<file path="config.mk">
export PLATFORM = sky130hd
export DESIGN_NAME = evest_ctrl
export DESIGN_NICKNAME = d
export VERILOG_FILES = /design/src/encoder_velocity_estimator_unit_macros.svh /design/src/evest_pkg.sv /design/src/evest_ctrl.sv
export SDC_FILE = /design/constraint.sdc
export NUM_CORES = 1
export LEC_CHECK = 0
export BUFFER_PORTS_ARGS = -buffer_cell sky130_fd_sc_hd__buf_2
export CAP_MARGIN = 20
export CORE_MARGIN = 10
export CORE_UTILIZATION = 51
export DETAILED_ROUTE_END_ITERATION = 8
export PLACE_DENSITY = 0.78
export SYNTH_ARGS = -nofsm -noshare
export SYNTH_HDL_FRONTEND = slang
export SYNTH_SLANG_ARGS = --single-unit
</file>
<file path="constraint.sdc">
create_clock -name clk -period 1.85 [get_ports clk]
set_input_delay 0.0925 -clock clk [delete_from_list [all_inputs] [get_ports clk]]
set_output_delay 0.0925 -clock clk [all_outputs]
set_load 0.01 [all_outputs]
</file>
<file path="src/encoder_velocity_estimator_unit_macros.svh">
`ifndef ENCODER_VELOCITY_ESTIMATOR_UNIT_MACROS_SVH
`define ENCODER_VELOCITY_ESTIMATOR_UNIT_MACROS_SVH

// Same-cycle implication check, clocked on clk, off during reset.
`define EVEST_ASSERT_SAME(label, ante, cons) \
	label: assert property (@(posedge clk) disable iff (!arst_n) (ante) |-> (cons)) \
		else $error("evest: same-cycle check failed");

// Next-cycle implication check, clocked on clk, off during reset.
`define EVEST_ASSERT_NEXT(label, ante, cons) \
	label: assert property (@(posedge clk) disable iff (!arst_n) (ante) |=> (cons)) \
		else $error("evest: next-cycle check failed");

`endif

</file>
<file path="src/evest_pkg.sv">
`timescale 1ns / 1ps

package evest_pkg;

	localparam int FRAC_BITS_DEF = 16;

	localparam int REG_W     = 32;
	localparam int REG_IDX_W = 3;

	localparam logic [REG_IDX_W-1:0] REG_FILTER_ALPHA  = 3'd0;
	localparam logic [REG_IDX_W-1:0] REG_POSITION_UNIT = 3'd1;
	localparam logic [REG_IDX_W-1:0] REG_VELOCITY_UNIT = 3'd2;
	localparam logic [REG_IDX_W-1:0] REG_REVS_PER_TICK = 3'd3;
	localparam logic [REG_IDX_W-1:0] REG_WHEEL_CIRC    = 3'd4;

	localparam logic [1:0] UNIT_TICKS = 2'd0;
	localparam logic [1:0] UNIT_REVS  = 2'd1;
	localparam logic [1:0] UNIT_DEG   = 2'd2;
	localparam logic [1:0] UNIT_MM    = 2'd3;

	localparam logic [1:0] MODE_PAUSE   = 2'd0;
	localparam logic [1:0] MODE_CLEAR   = 2'd1;
	localparam logic [1:0] MODE_RUN     = 2'd2;
	localparam logic [1:0] MODE_RUN_ALT = 2'd3;

	localparam logic [2:0] OP_NUM     = 3'd0;
	localparam logic [2:0] OP_POS_REV = 3'd1;
	localparam logic [2:0] OP_POS_FIN = 3'd2;
	localparam logic [2:0] OP_VEL_REV = 3'd3;
	localparam logic [2:0] OP_VEL_FIN = 3'd4;

	localparam logic [16:0] ALPHA_ONE   = 17'd65536;
	localparam logic [16:0] ALPHA_RESET = 17'd6554;
	localparam logic [31:0] RPT_RESET   = 32'd1073742;
	localparam logic [31:0] CIRC_RESET  = 32'd65536;

	localparam logic [31:0] US_PER_S   = 32'd1000000;
	localparam logic [31:0] RPM_FACTOR = 32'd60;
	localparam logic [31:0] DEG_FACTOR = 32'd360;

	localparam logic [47:0] POS_LIM = 48'h7FFF_FFFF_FFFF;
	localparam logic [47:0] NEG_LIM = 48'h8000_0000_0000;

	typedef struct packed {
		logic       load;
		logic       mul_ld;
		logic [2:0] mul_op;
		logic       mul_lo;
		logic       mul_hi;
		logic       mul_acc;
		logic       div_load;
		logic       div_step;
		logic       filt1;
		logic       filt2;
		logic       take_pos;
		logic       take_vel;
		logic       out_load;
	} evest_cmd_t;

	typedef struct packed {
		logic zero_dt;
		logic pos_ticks;
		logic vel_ticks;
		logic div_last;
	} evest_sts_t;

	// Sign-magnitude to saturated 48-bit two's complement.
	function automatic logic [47:0] pack48(input logic neg, input logic big,
			input logic [47:0] mag);
		if (big)
			return neg ? NEG_LIM : POS_LIM;
		return neg ? (~mag + 48'd1) : mag;
	endfunction

endpackage

</file>
<file path="src/evest_ctrl.sv">
`timescale 1ns / 1ps

module evest_ctrl import evest_pkg::*; (
	input  logic       clk,
	input  logic       arst_n,
	input  logic       in_valid,
	output logic       in_stall,
	output logic       out_valid,
	input  logic       out_stall,
	input  evest_sts_t sts,
	output evest_cmd_t cmd
);

	localparam logic [3:0] S_IDLE  = 4'd0;
	localparam logic [3:0] S_MUL   = 4'd1;
	localparam logic [3:0] S_DIVL  = 4'd2;
	localparam logic [3:0] S_DIV   = 4'd3;
	localparam logic [3:0] S_FILT1 = 4'd4;
	localparam logic [3:0] S_FILT2 = 4'd5;
	localparam logic [3:0] S_TPOS  = 4'd6;
	localparam logic [3:0] S_TVEL  = 4'd7;
	localparam logic [3:0] S_OUT   = 4'd8;

	logic [3:0] state_q, state_d;
	logic [2:0] op_q, op_d;
	logic [1:0] ph_q, ph_d;
	logic       out_valid_q;

	always_comb begin
		cmd     = '0;
		state_d = state_q;
		op_d    = op_q;
		ph_d    = ph_q;
		cmd.mul_op = op_q;
		case (state_q)
			S_IDLE: begin
				if (in_valid) begin
					cmd.load = 1'b1;
					if (!sts.zero_dt) begin
						state_d = S_MUL;
						op_d    = OP_NUM;
						ph_d    = 2'd0;
					end else if (sts.pos_ticks) begin
						state_d = S_TPOS;
					end else begin
						state_d = S_MUL;
						op_d    = OP_POS_REV;
						ph_d    = 2'd0;
					end
				end
			end
			S_MUL: begin
				ph_d = ph_q + 2'd1;
				case (ph_q)
					2'd0: cmd.mul_ld = 1'b1;
					2'd1: cmd.mul_lo = 1'b1;
					2'd2: cmd.mul_hi = 1'b1;
					default: begin
						cmd.mul_acc = 1'b1;
						case (op_q)
							OP_NUM:     state_d = S_DIVL;
							OP_POS_REV: op_d = OP_POS_FIN;
							OP_POS_FIN: state_d = S_TPOS;
							OP_VEL_REV: op_d = OP_VEL_FIN;
							default:    state_d = S_TVEL;
						endcase
					end
				endcase
			end
			S_DIVL: begin
				cmd.div_load = 1'b1;
				state_d      = S_DIV;
			end
			S_DIV: begin
				cmd.div_step = 1'b1;
				if (sts.div_last)
					state_d = S_FILT1;
			end
			S_FILT1: begin
				cmd.filt1 = 1'b1;
				state_d   = S_FILT2;
			end
			S_FILT2: begin
				cmd.filt2 = 1'b1;
				if (sts.pos_ticks) begin
					state_d = S_TPOS;
				end else begin
					state_d = S_MUL;
					op_d    = OP_POS_REV;
					ph_d    = 2'd0;
				end
			end
			S_TPOS: begin
				cmd.take_pos = 1'b1;
				if (sts.vel_ticks) begin
					state_d = S_TVEL;
				end else begin
					state_d = S_MUL;
					op_d    = OP_VEL_REV;
					ph_d    = 2'd0;
				end
			end
			S_TVEL: begin
				cmd.take_vel = 1'b1;
				state_d      = S_OUT;
			end
			S_OUT: begin
				// hold until the output register is free
				if (!out_valid_q || !out_stall) begin
					cmd.out_load = 1'b1;
					state_d      = S_IDLE;
				end
			end
			default: state_d = S_IDLE;
		endcase
	end

	always_ff @(posedge clk or negedge arst_n) begin
		if (!arst_n) begin
			state_q     <= S_IDLE;
			op_q        <= OP_NUM;
			ph_q        <= 2'd0;
			out_valid_q <= 1'b0;
		end else begin
			state_q <= state_d;
			op_q    <= op_d;
			ph_q    <= ph_d;
			if (cmd.out_load)
				out_valid_q <= 1'b1;
			else if (!out_stall)
				out_valid_q <= 1'b0;
		end
	end

	assign in_stall  = (state_q != S_IDLE);
	assign out_valid = out_valid_q;

endmodule

</file>
=== Yosys cells after proc, flatten, opt, wreduce, memory -nomap -nowiden ===
Cells that the tools add are included.

* $add $sub $neg: 1
* Equal/unequal tests: 21
* Muxes and demuxes: 39
* Reductions and logical operators: 13

{| class="wikitable"
|+ Operator list
! kind !! number
|-
| $pmux W4 S9 || 1
|-
| $mux W3 || 8
|-
| $mux W4 || 5
|-
| $mux W1 || 17
|-
| $eq A4 B3 Y1 const B || 4
|-
| $ne A2 B2 Y1 const B || 6
|-
| $pmux W3 S4 || 1
|-
| $pmux W4 S3 || 1
|-
| $reduce_and A5 Y1 || 2
|-
| $eq A4 B2 Y1 const B || 2
|-
| $mux W2 || 4
|-
| $pmux W2 S4 || 1
|-
| $reduce_bool A4 Y1 || 2
|-
| $eq A3 B2 Y1 const B || 2
|-
| $pmux W3 S2 || 1
|-
| $eq A4 B1 Y1 const B || 1
|-
| $eq A4 B4 Y1 const B || 1
|-
| $logic_not A4 Y1 || 1
|-
| $eq A3 B1 Y1 const B || 1
|-
| $logic_not A3 Y1 || 1
|-
| $ne A3 B1 Y1 const B || 1
|-
| $reduce_and A3 Y1 || 1
|-
| $reduce_or A3 Y1 || 1
|-
| $add A2 B1 Y2 const B || 1
|-
| 7 further kinds || 8
|}

* Bits in registers: 10
* Bits of input ports: 8
* Output and inout port bits: 17
* Logic and storage cells: 78

=== Logic depth before layout (Yosys ltp) ===
Gate-level depths: netlist (run 1).

* Word-level depth: 5
* Mapped depth: 6
* Depth with buffers taken out: 5

=== Least setup slack after synthesis (run 1) ===
OpenSTA, ideal clock, no wires.

* Path kind: register -> register
* Start point: register state_q[2]
* End point: register op_q[1]
* Setup time: 0.121 ns
* Data arrival time: 1.454 ns
* Required time: 1.729 ns
* Setup slack: 0.275 ns
* Stages on the path, launching flop included: 6
* Path buffers: 1
* Clock period less this slack: 1.575 ns
* Path through: dfrtp_1 buf_6 or3_4 a2bb2oi_1 and3_4 a22o_1

* Longest elaborated chain between the ends: 3
* Elaborated cells on any way between the ends: 11
* Classes of those cells: 7 x eq/ne; 1 x mux; 3 x reduce/logical

{| class="wikitable"
|+ RTL lines
! item !! line !! text
|-
| from (decl) || evest_ctrl.sv:24 || <nowiki>logic [3:0] state_q, state_d;</nowiki>
|-
| from (signal assigned) || evest_ctrl.sv:125 || <nowiki>state_q <= state_d;</nowiki>
|-
| $eq A4 B1 Y1 (tied with other cells) || evest_ctrl.sv:35 || <nowiki>case (state_q)</nowiki>
|-
| $ne A3 B1 Y1 (no source line) (tied with other cells) || - ||
|-
| $reduce_and A5 Y1 (no source line) || - ||
|-
| to (signal assigned) || evest_ctrl.sv:126 || <nowiki>op_q <= op_d;</nowiki>
|-
| to (decl) || evest_ctrl.sv:25 || <nowiki>logic [2:0] op_q, op_d;</nowiki>
|}

Parallel ways exist; a longest one is shown, timed or not.
A chain may end at the register's enable or synchronous reset.

==> run summary, run 1 <==
Top delay family on crit path: buffers and inverters
DRT Wirelength: 2480 µm
Cells after Synth: 102
CTS Buf Count: 3
type of origin of the critical path: flip-flop
combinational family with the most area after synthesis: simple AND/OR/NAND/NOR gates
unrepaired setup endpoints after global routing: false
Compound-Gate Fraction of Synth Area: 22.8%
xor/xnor cell area share of the yosys netlist: 0%
GR Util met2: 20.1%
Crit Path Class: reg2out
clock tree sinks: 10
HPWL after DPL: 1940 µm
Max Root-Sink Buffers: 2
MaxCap Viol Count: 0
port buffer count: 24
largest fanout on the critical path: 9
Slew Limit Fails: 0
Ant. Diodes: 0
CTS root buf: clkbuf_4
Worst Min Path Start: out_stall
final period utilization: 93.3%
Synth Area in Simple Gates: 37.1%
Starting Density: 53.7%
Hold WS: 0.123 ns
vias: 957
nets: 146
Fill cells: 146
Buf/Inv on CP: 3
GR Util met1: 14.5%
Synth Flop Type: dfrtp_1
CTS tree: yes
number of synthesized flops with an enable pin: 0
vias per cell: 6.10
FF+latch count, synth: 10
Seq/Total Area, Yosys: 27.3%
GR peak layer: met2
RePlAce Congestion: 0.943
antenna viol nets, final: 0
FMAX: 0.580 GHz
status: finished clean
layout cell share with drive strength beyond 1: 35.6%
Crit-path slowest cell: dfrtp_1
most used cell, CP: buf_4
Die Wd: 62.4 µm
vias in the first global route: 900
DRC viols: 0
remaining global-route overflow: 0
WHS Endpoint: out_valid
WHS Path Cells: 3
capturing point of the worst reg2reg path: state_q[0]
H-tree depth: 1
initial antenna violation count: 0
reg2reg start: state_q[0]
worst hold-check path type: in2reg
Core ar.: 1710 µm²
global-route wire length before repair: 4100 µm
CP Capture Type: output pin
GRT Total Usage: 12.5%
fraction of synthesized area in multiplexers: 1.23%
CP cell instances: buf_4 > nor4b_4 > buf_4 > and2_1 > buf_2
Clock Latency Late Sink: 0.26 ns
crit path DAT: 1.63 ns
largest net degree at the start of global routing: 18
I/O pin cnt: 25
DIE AREA: 3890 µm²
register clock-pin slew on the reported worst setup and hold paths: 0.06 ns
Int Pwr: 978 µW
Hold Fails Final Rpt: 0
Clock Skew: 0.00218 ns
synthesized area: 917 µm²
met3 GRT Util: 3.58%
IR drop worst, VDD: 864 µV
Pwr per Cell Area: 1630 nW/µm²
worst slew pin tran: 0.378 ns
Reg power frac: 25.1%
Psw: 837 µW
Critical Path Max Stage Delay: 0.41 ns
Sw Share: 46.1%
DIE HEIGHT: 62.4 µm
Slew headroom: 74.6%
CP required: 1.76 ns
Pre-antenna DRT Iters: 4
area delta synth->final: 21.6%
Mapped Nets: 114
Critical path origin: state_q[2]
Pleak: 0.545 nW
post-synthesis adder-cell area fraction: 5.46%
syn_area_per_cell: 8.99 µm²
final setup TNS: 0 ns
Gate power share: 67.1%
final setup violation count: 0
synth unique cells: 49
site row count: 15
Yosys warnings: 0
Post-synth ARST share: 100%
Clock power frac: 7.8%
setup slack, reg-to-reg: 0.19 ns
drt first-iter violations: 51
crit path time final: 1.73 ns
R2R cell count: 4
routed len/inst: 15.8 µm
[worst max-delay path by stage]
stage,cells after the start,to,slack (ns)
6_report,5,cmd[7],0.12
3_5_place_dp,4,state_q[0],0.14
2_1_floorplan,5,op_q[1],0.28
5_1_grt,5,cmd[7],0.005
4_1_cts,4,cmd[7],0.06
3_3_place_gp,4,state_q[0],0.17
[layout by cell type (no fill, tap or decap), drive strengths merged, types with 4 or more instances in the layout]
cell   instances
and2           5
buf           31
dfrtp         10
ha             4
inv            4
nand2          8
nor2           7
nor2b          5
o21ai          5
[final cells by class]
class                   count  area (µm²)  area share [%]
well taps                  25        31.3            2.81
multi-input cells          83         611            54.8
clock buffers               3        22.5            2.02
inverters                   4        15.0            1.35
repair buffers             32         183            16.4
flip-flops and latches     10         253            22.7
[cells by family after synthesis]
family                     Yosys count
AOI/OAI and AO/OA                   27
adders and majority gates            4
muxes                                1
and+or+nand+nor                     51
buffers and inverters                9
DFF                                 10
[worst reg2reg max path, delay by kind of cell, from the launching register on]
family	cells	cell delay, ns
AND/OR/NAND/NOR	2	0.67
flip-flops	1	0.51
AO/OA/AOI/OAI	2	0.37
[power groups by stage]
stage                     registers (mW)  clock network (mW)  logic (mW)
after floorplan                    0.411                   0       0.881
after global placement             0.442                   0        1.15
after detailed placement           0.447                   0        1.18
after CTS                          0.444               0.148        1.19
after global routing               0.470               0.161        1.34
final                              0.455               0.142        1.22
[registers in the layout, summed over array words and instances, names as in the netlist]
name       count
ph_q           2
op_q           3
out_valid      1
state_q        4
[cells in the mapped netlist, types with 2 or more instances]
cell	n	share of area [%]
dfrtp_1	10	27
nand2_1	8	3.3
nor2_1	7	2.9
and2_1	5	3.4
nor2b_1	5	3.4
ha_1	4	5.5
inv_1	4	1.6
o21ai_0	4	2.2
a21oi_1	3	1.6
nand2b_1	3	2.0
nand3_1	3	1.6
nor3_1	3	1.6
a22o_1	2	1.9
and3_1	2	1.4
buf_4	2	1.6
buf_6	2	2.5
o2111ai_1	2	1.9
or2_0	2	1.4
[what timing repair did]
| item | CTS | global route |
|---|---|---|
| setup buffers | 0 | 1 |
| resized for setup | 0 | 2 |
| endpoints found under the setup margin | 0 | 5 |
| hold buffers | 1 | 0 |
| endpoints found under the hold margin | 10 | 0 |
[through the flow]
stage	setup WS, ns	instances	power [mW]	area [µm²]	utilization [%]
2_1_floorplan	0.275	102	1.29	917	-
3_3_place_gp	0.172	152	1.59	1070	62.8
3_5_place_dp	0.141	152	1.63	1070	62.8
4_1_cts	0.0557	156	1.78	1100	64.7
5_1_grt	0.00452	157	1.97	1110	65.3
6_report	0.125	157	1.82	1110	65.3
[routing by layer]
layer | share of wire, % | vias to the layer above
met4 | 2.5 | 0
met5 | 0 | -
met3 | 10 | 11
li1 | - | 449
met1 | 40 | 436
met2 | 47 | 61
No activity file was read; power rests on OpenSTA's default activity.
==> inputs of run 2 (changes only) <==
--- a/config.mk
+++ b/config.mk
@@ -10,7 +10,7 @@
 export CORE_MARGIN = 10
 export CORE_UTILIZATION = 51
 export DETAILED_ROUTE_END_ITERATION = 8
-export PLACE_DENSITY = 0.78
+export PLACE_DENSITY = 0.79
 export SYNTH_ARGS = -nofsm -noshare
 export SYNTH_HDL_FRONTEND = slang
 export SYNTH_SLANG_ARGS = --single-unit
==> run summary, run 2 (same netlist as run 1, synthesis figures left out) <==
DRT Wirelength: 2380 µm (-3.7%)
crit path time final: 1.74 ns (+0.0132 ns)
Sw Share: 46.0% (-0.13 points)
FMAX: 0.575 GHz (-0.76%)
port buffer count: 24 (unchanged)
Starting Density: 53.7% (unchanged)
final period utilization: 94.0% (+0.71 points)
commonest non-fill, non-tap cell in the layout: buf_2
CP cell instances: buf_4 > nor4b_4 > buf_4 > and2_1 > buf_2
nets: 145 (-0.68%)
final setup violation count: 0 (unchanged)
drt first-iter violations: 40 (-22%)
Largest regs: state_q: 4 flops, op_q: 3 flops, ph_q: 2 flops
DP Area: 1070 µm² (unchanged)
site row count: 15 (unchanged)
reg2reg start: state_q[2]
type of origin of the critical path: flip-flop
H-tree depth: 1 (unchanged)
I/O pin cnt: 25 (unchanged)
Slew Limit Fails: 0 (unchanged)
area delta synth->final: 20.6%
vias: 914 (-4.5%)
Critical Path Max Stage Delay: 0.47 ns (+0.06 ns)
DIE AREA: 3890 µm² (unchanged)
CP required: 1.76 ns (about the same)
RePlAce Congestion: 0.935 (-0.85%)
remaining global-route overflow: 0 (unchanged)
routed len/inst: 15.3 µm (-3.1%)
worst slew pin tran: 0.453 ns (+0.0745 ns)
Biggest register: state_q
Clock power frac: 7.9% (about the same)
Ant. Diodes: 0 (unchanged)
Max Root-Sink Buffers: 2 (unchanged)
CP Capture Type: output pin
most frequent cells in the layout: buf_2, dfrtp_1, nand2_1
crit path DAT: 1.65 ns (+0.02 ns)
HPWL after DPL: 1900 µm (-2.3%)
GRT Total Usage: 11.4% (-1.0 points)
Crit Path Class: reg2out
Pwr per Cell Area: 1600 nW/µm² (-1.8%)
Int Pwr: 955 µW (-2.3%)
status: finished clean
Core ar.: 1710 µm² (unchanged)
Final Util: 64.8% (-0.51 points)
Gate power share: 66.1% (-1.0 points)
Reg power frac: 26.0% (+0.9 points)
MaxCap Viol Count: 0 (unchanged)
DIE HEIGHT: 62.4 µm (unchanged)
most used cell, CP: buf_4
CTS root buf: clkbuf_4
Pre-antenna DRT Iters: 4 (unchanged)
Die Wd: 62.4 µm (unchanged)
DRC viols: 0 (unchanged)
Clock Latency Late Sink: 0.25 ns (about the same)
worst hold-check path type: in2reg
R2R cell count: 4 (unchanged)
final setup TNS: 0 ns (unchanged)
Hold Fails Final Rpt: 0 (unchanged)
Worst Min Path Start: out_stall
Psw: 814 µW (-2.9%)
largest fanout on the critical path: 8 (-1)
layout cell share with drive strength beyond 1: 34.4% (-1.3 points)
global-route wire length before repair: 3810 µm (-7.1%)
CTS Buf Count: 3 (unchanged)
max reg flops: 4 (unchanged)
Pleak: 0.542 nW (-0.58%)
CTS tree: yes
Clock Skew: 0.00371 ns (+0.00153 ns)
Design Area, Final: 1110 µm² (-0.79%)
WHS Endpoint: out_valid
vias per cell: 5.86 (-3.9%)
WHS Path Cells: 3 (unchanged)
vias in the first global route: 824 (-8.4%)
clock tree sinks: 10 (unchanged)
capturing point of the worst reg2reg path: state_q[0]
initial antenna violation count: 0 (unchanged)
register clock-pin slew on the reported worst setup and hold paths: 0.06 ns (about the same)
post-CTS setup buffers: 0 (unchanged)
largest net degree at the start of global routing: 16 (-2)
antenna viol nets, final: 0 (unchanged)
Crit-path slowest cell: dfrtp_1
IR drop worst, VDD: 1020 µV (+18%)
unrepaired setup endpoints after global routing: false
setup slack, reg-to-reg: 0.15 ns (-0.04 ns)
Slew headroom: 69.5% (-5.1 points)
==> run 2: cell count changes in the layout (fill, tap and decap cells not counted) <==
cell     delta
dfrtp_1     +1
buf_4       -1
dfrtp_2     -1
==> run 2: layout make-up <==
class                      count  area, µm²
clock buffer                   3       22.5
inverter                       4       15.0
tap                           25       31.3
fill                         147        602
timing repair buffer          31        175
sequential                    10        251
multi-input combinational     83        611
==> run 2: worst max path at each step <==
| stage | cells past startpoint | to | startpoint |
|---|---|---|---|
| floorplan | 5 | op_q[1] | state_q[2] |
| global placement | 6 | ph_q[0] | state_q[2] |
| detailed placement | 4 | op_q[1] | state_q[0] |
| CTS | 3 | cmd[0] | state_q[0] |
| global route | 6 | ph_q[1] | state_q[2] |
| finish | 5 | cmd[9] | state_q[1] |
==> run 2: layer usage <==
metal	GRT usage (%)	vias up	wire [µm]
met2	16.9	34	1110
met3	3.23	2	151
met4	5.31	0	20
met1	14.8	434	1100
li1	-	444	-
met5	0	-	0
==> run 2: stage by stage <==
stage          setup slack, ns  cells  power (mW)  hold slack, ns
5_1_grt                 0.0102    156        1.92           0.115
3_3_place_gp             0.192    152        1.58         -0.0370
2_1_floorplan            0.275    102        1.29          -0.203
3_5_place_dp             0.157    152        1.61         -0.0318
6_report                 0.111    156        1.77           0.114
4_1_cts                 0.0937    156        1.77           0.108
==> run 2: power groups by stage <==
stage          clock [mW]  combinational, mW  sequential [mW]
4_1_cts             0.147               1.17            0.452
6_report            0.140               1.17            0.459
5_1_grt             0.161               1.29            0.476
3_5_place_dp            0               1.16            0.455
3_3_place_gp            0               1.14            0.444
2_1_floorplan           0              0.881            0.411
==> run 2: what timing repair did <==
| item | in CTS | in global routing |
|---|---|---|
| endpoints found under the hold margin | 10 | 0 |
| hold buffers | 1 | 0 |
| endpoints found under the setup margin | 0 | 1 |
| gates resized for setup | 0 | 1 |
==> run 2: worst max-delay path, delay by kind of cell, from the launching register on <==
kind                   cells  cell delay (ns)
buffers and inverters      3             0.52
DFF                        1             0.47
and+or+nand+nor            2             0.39
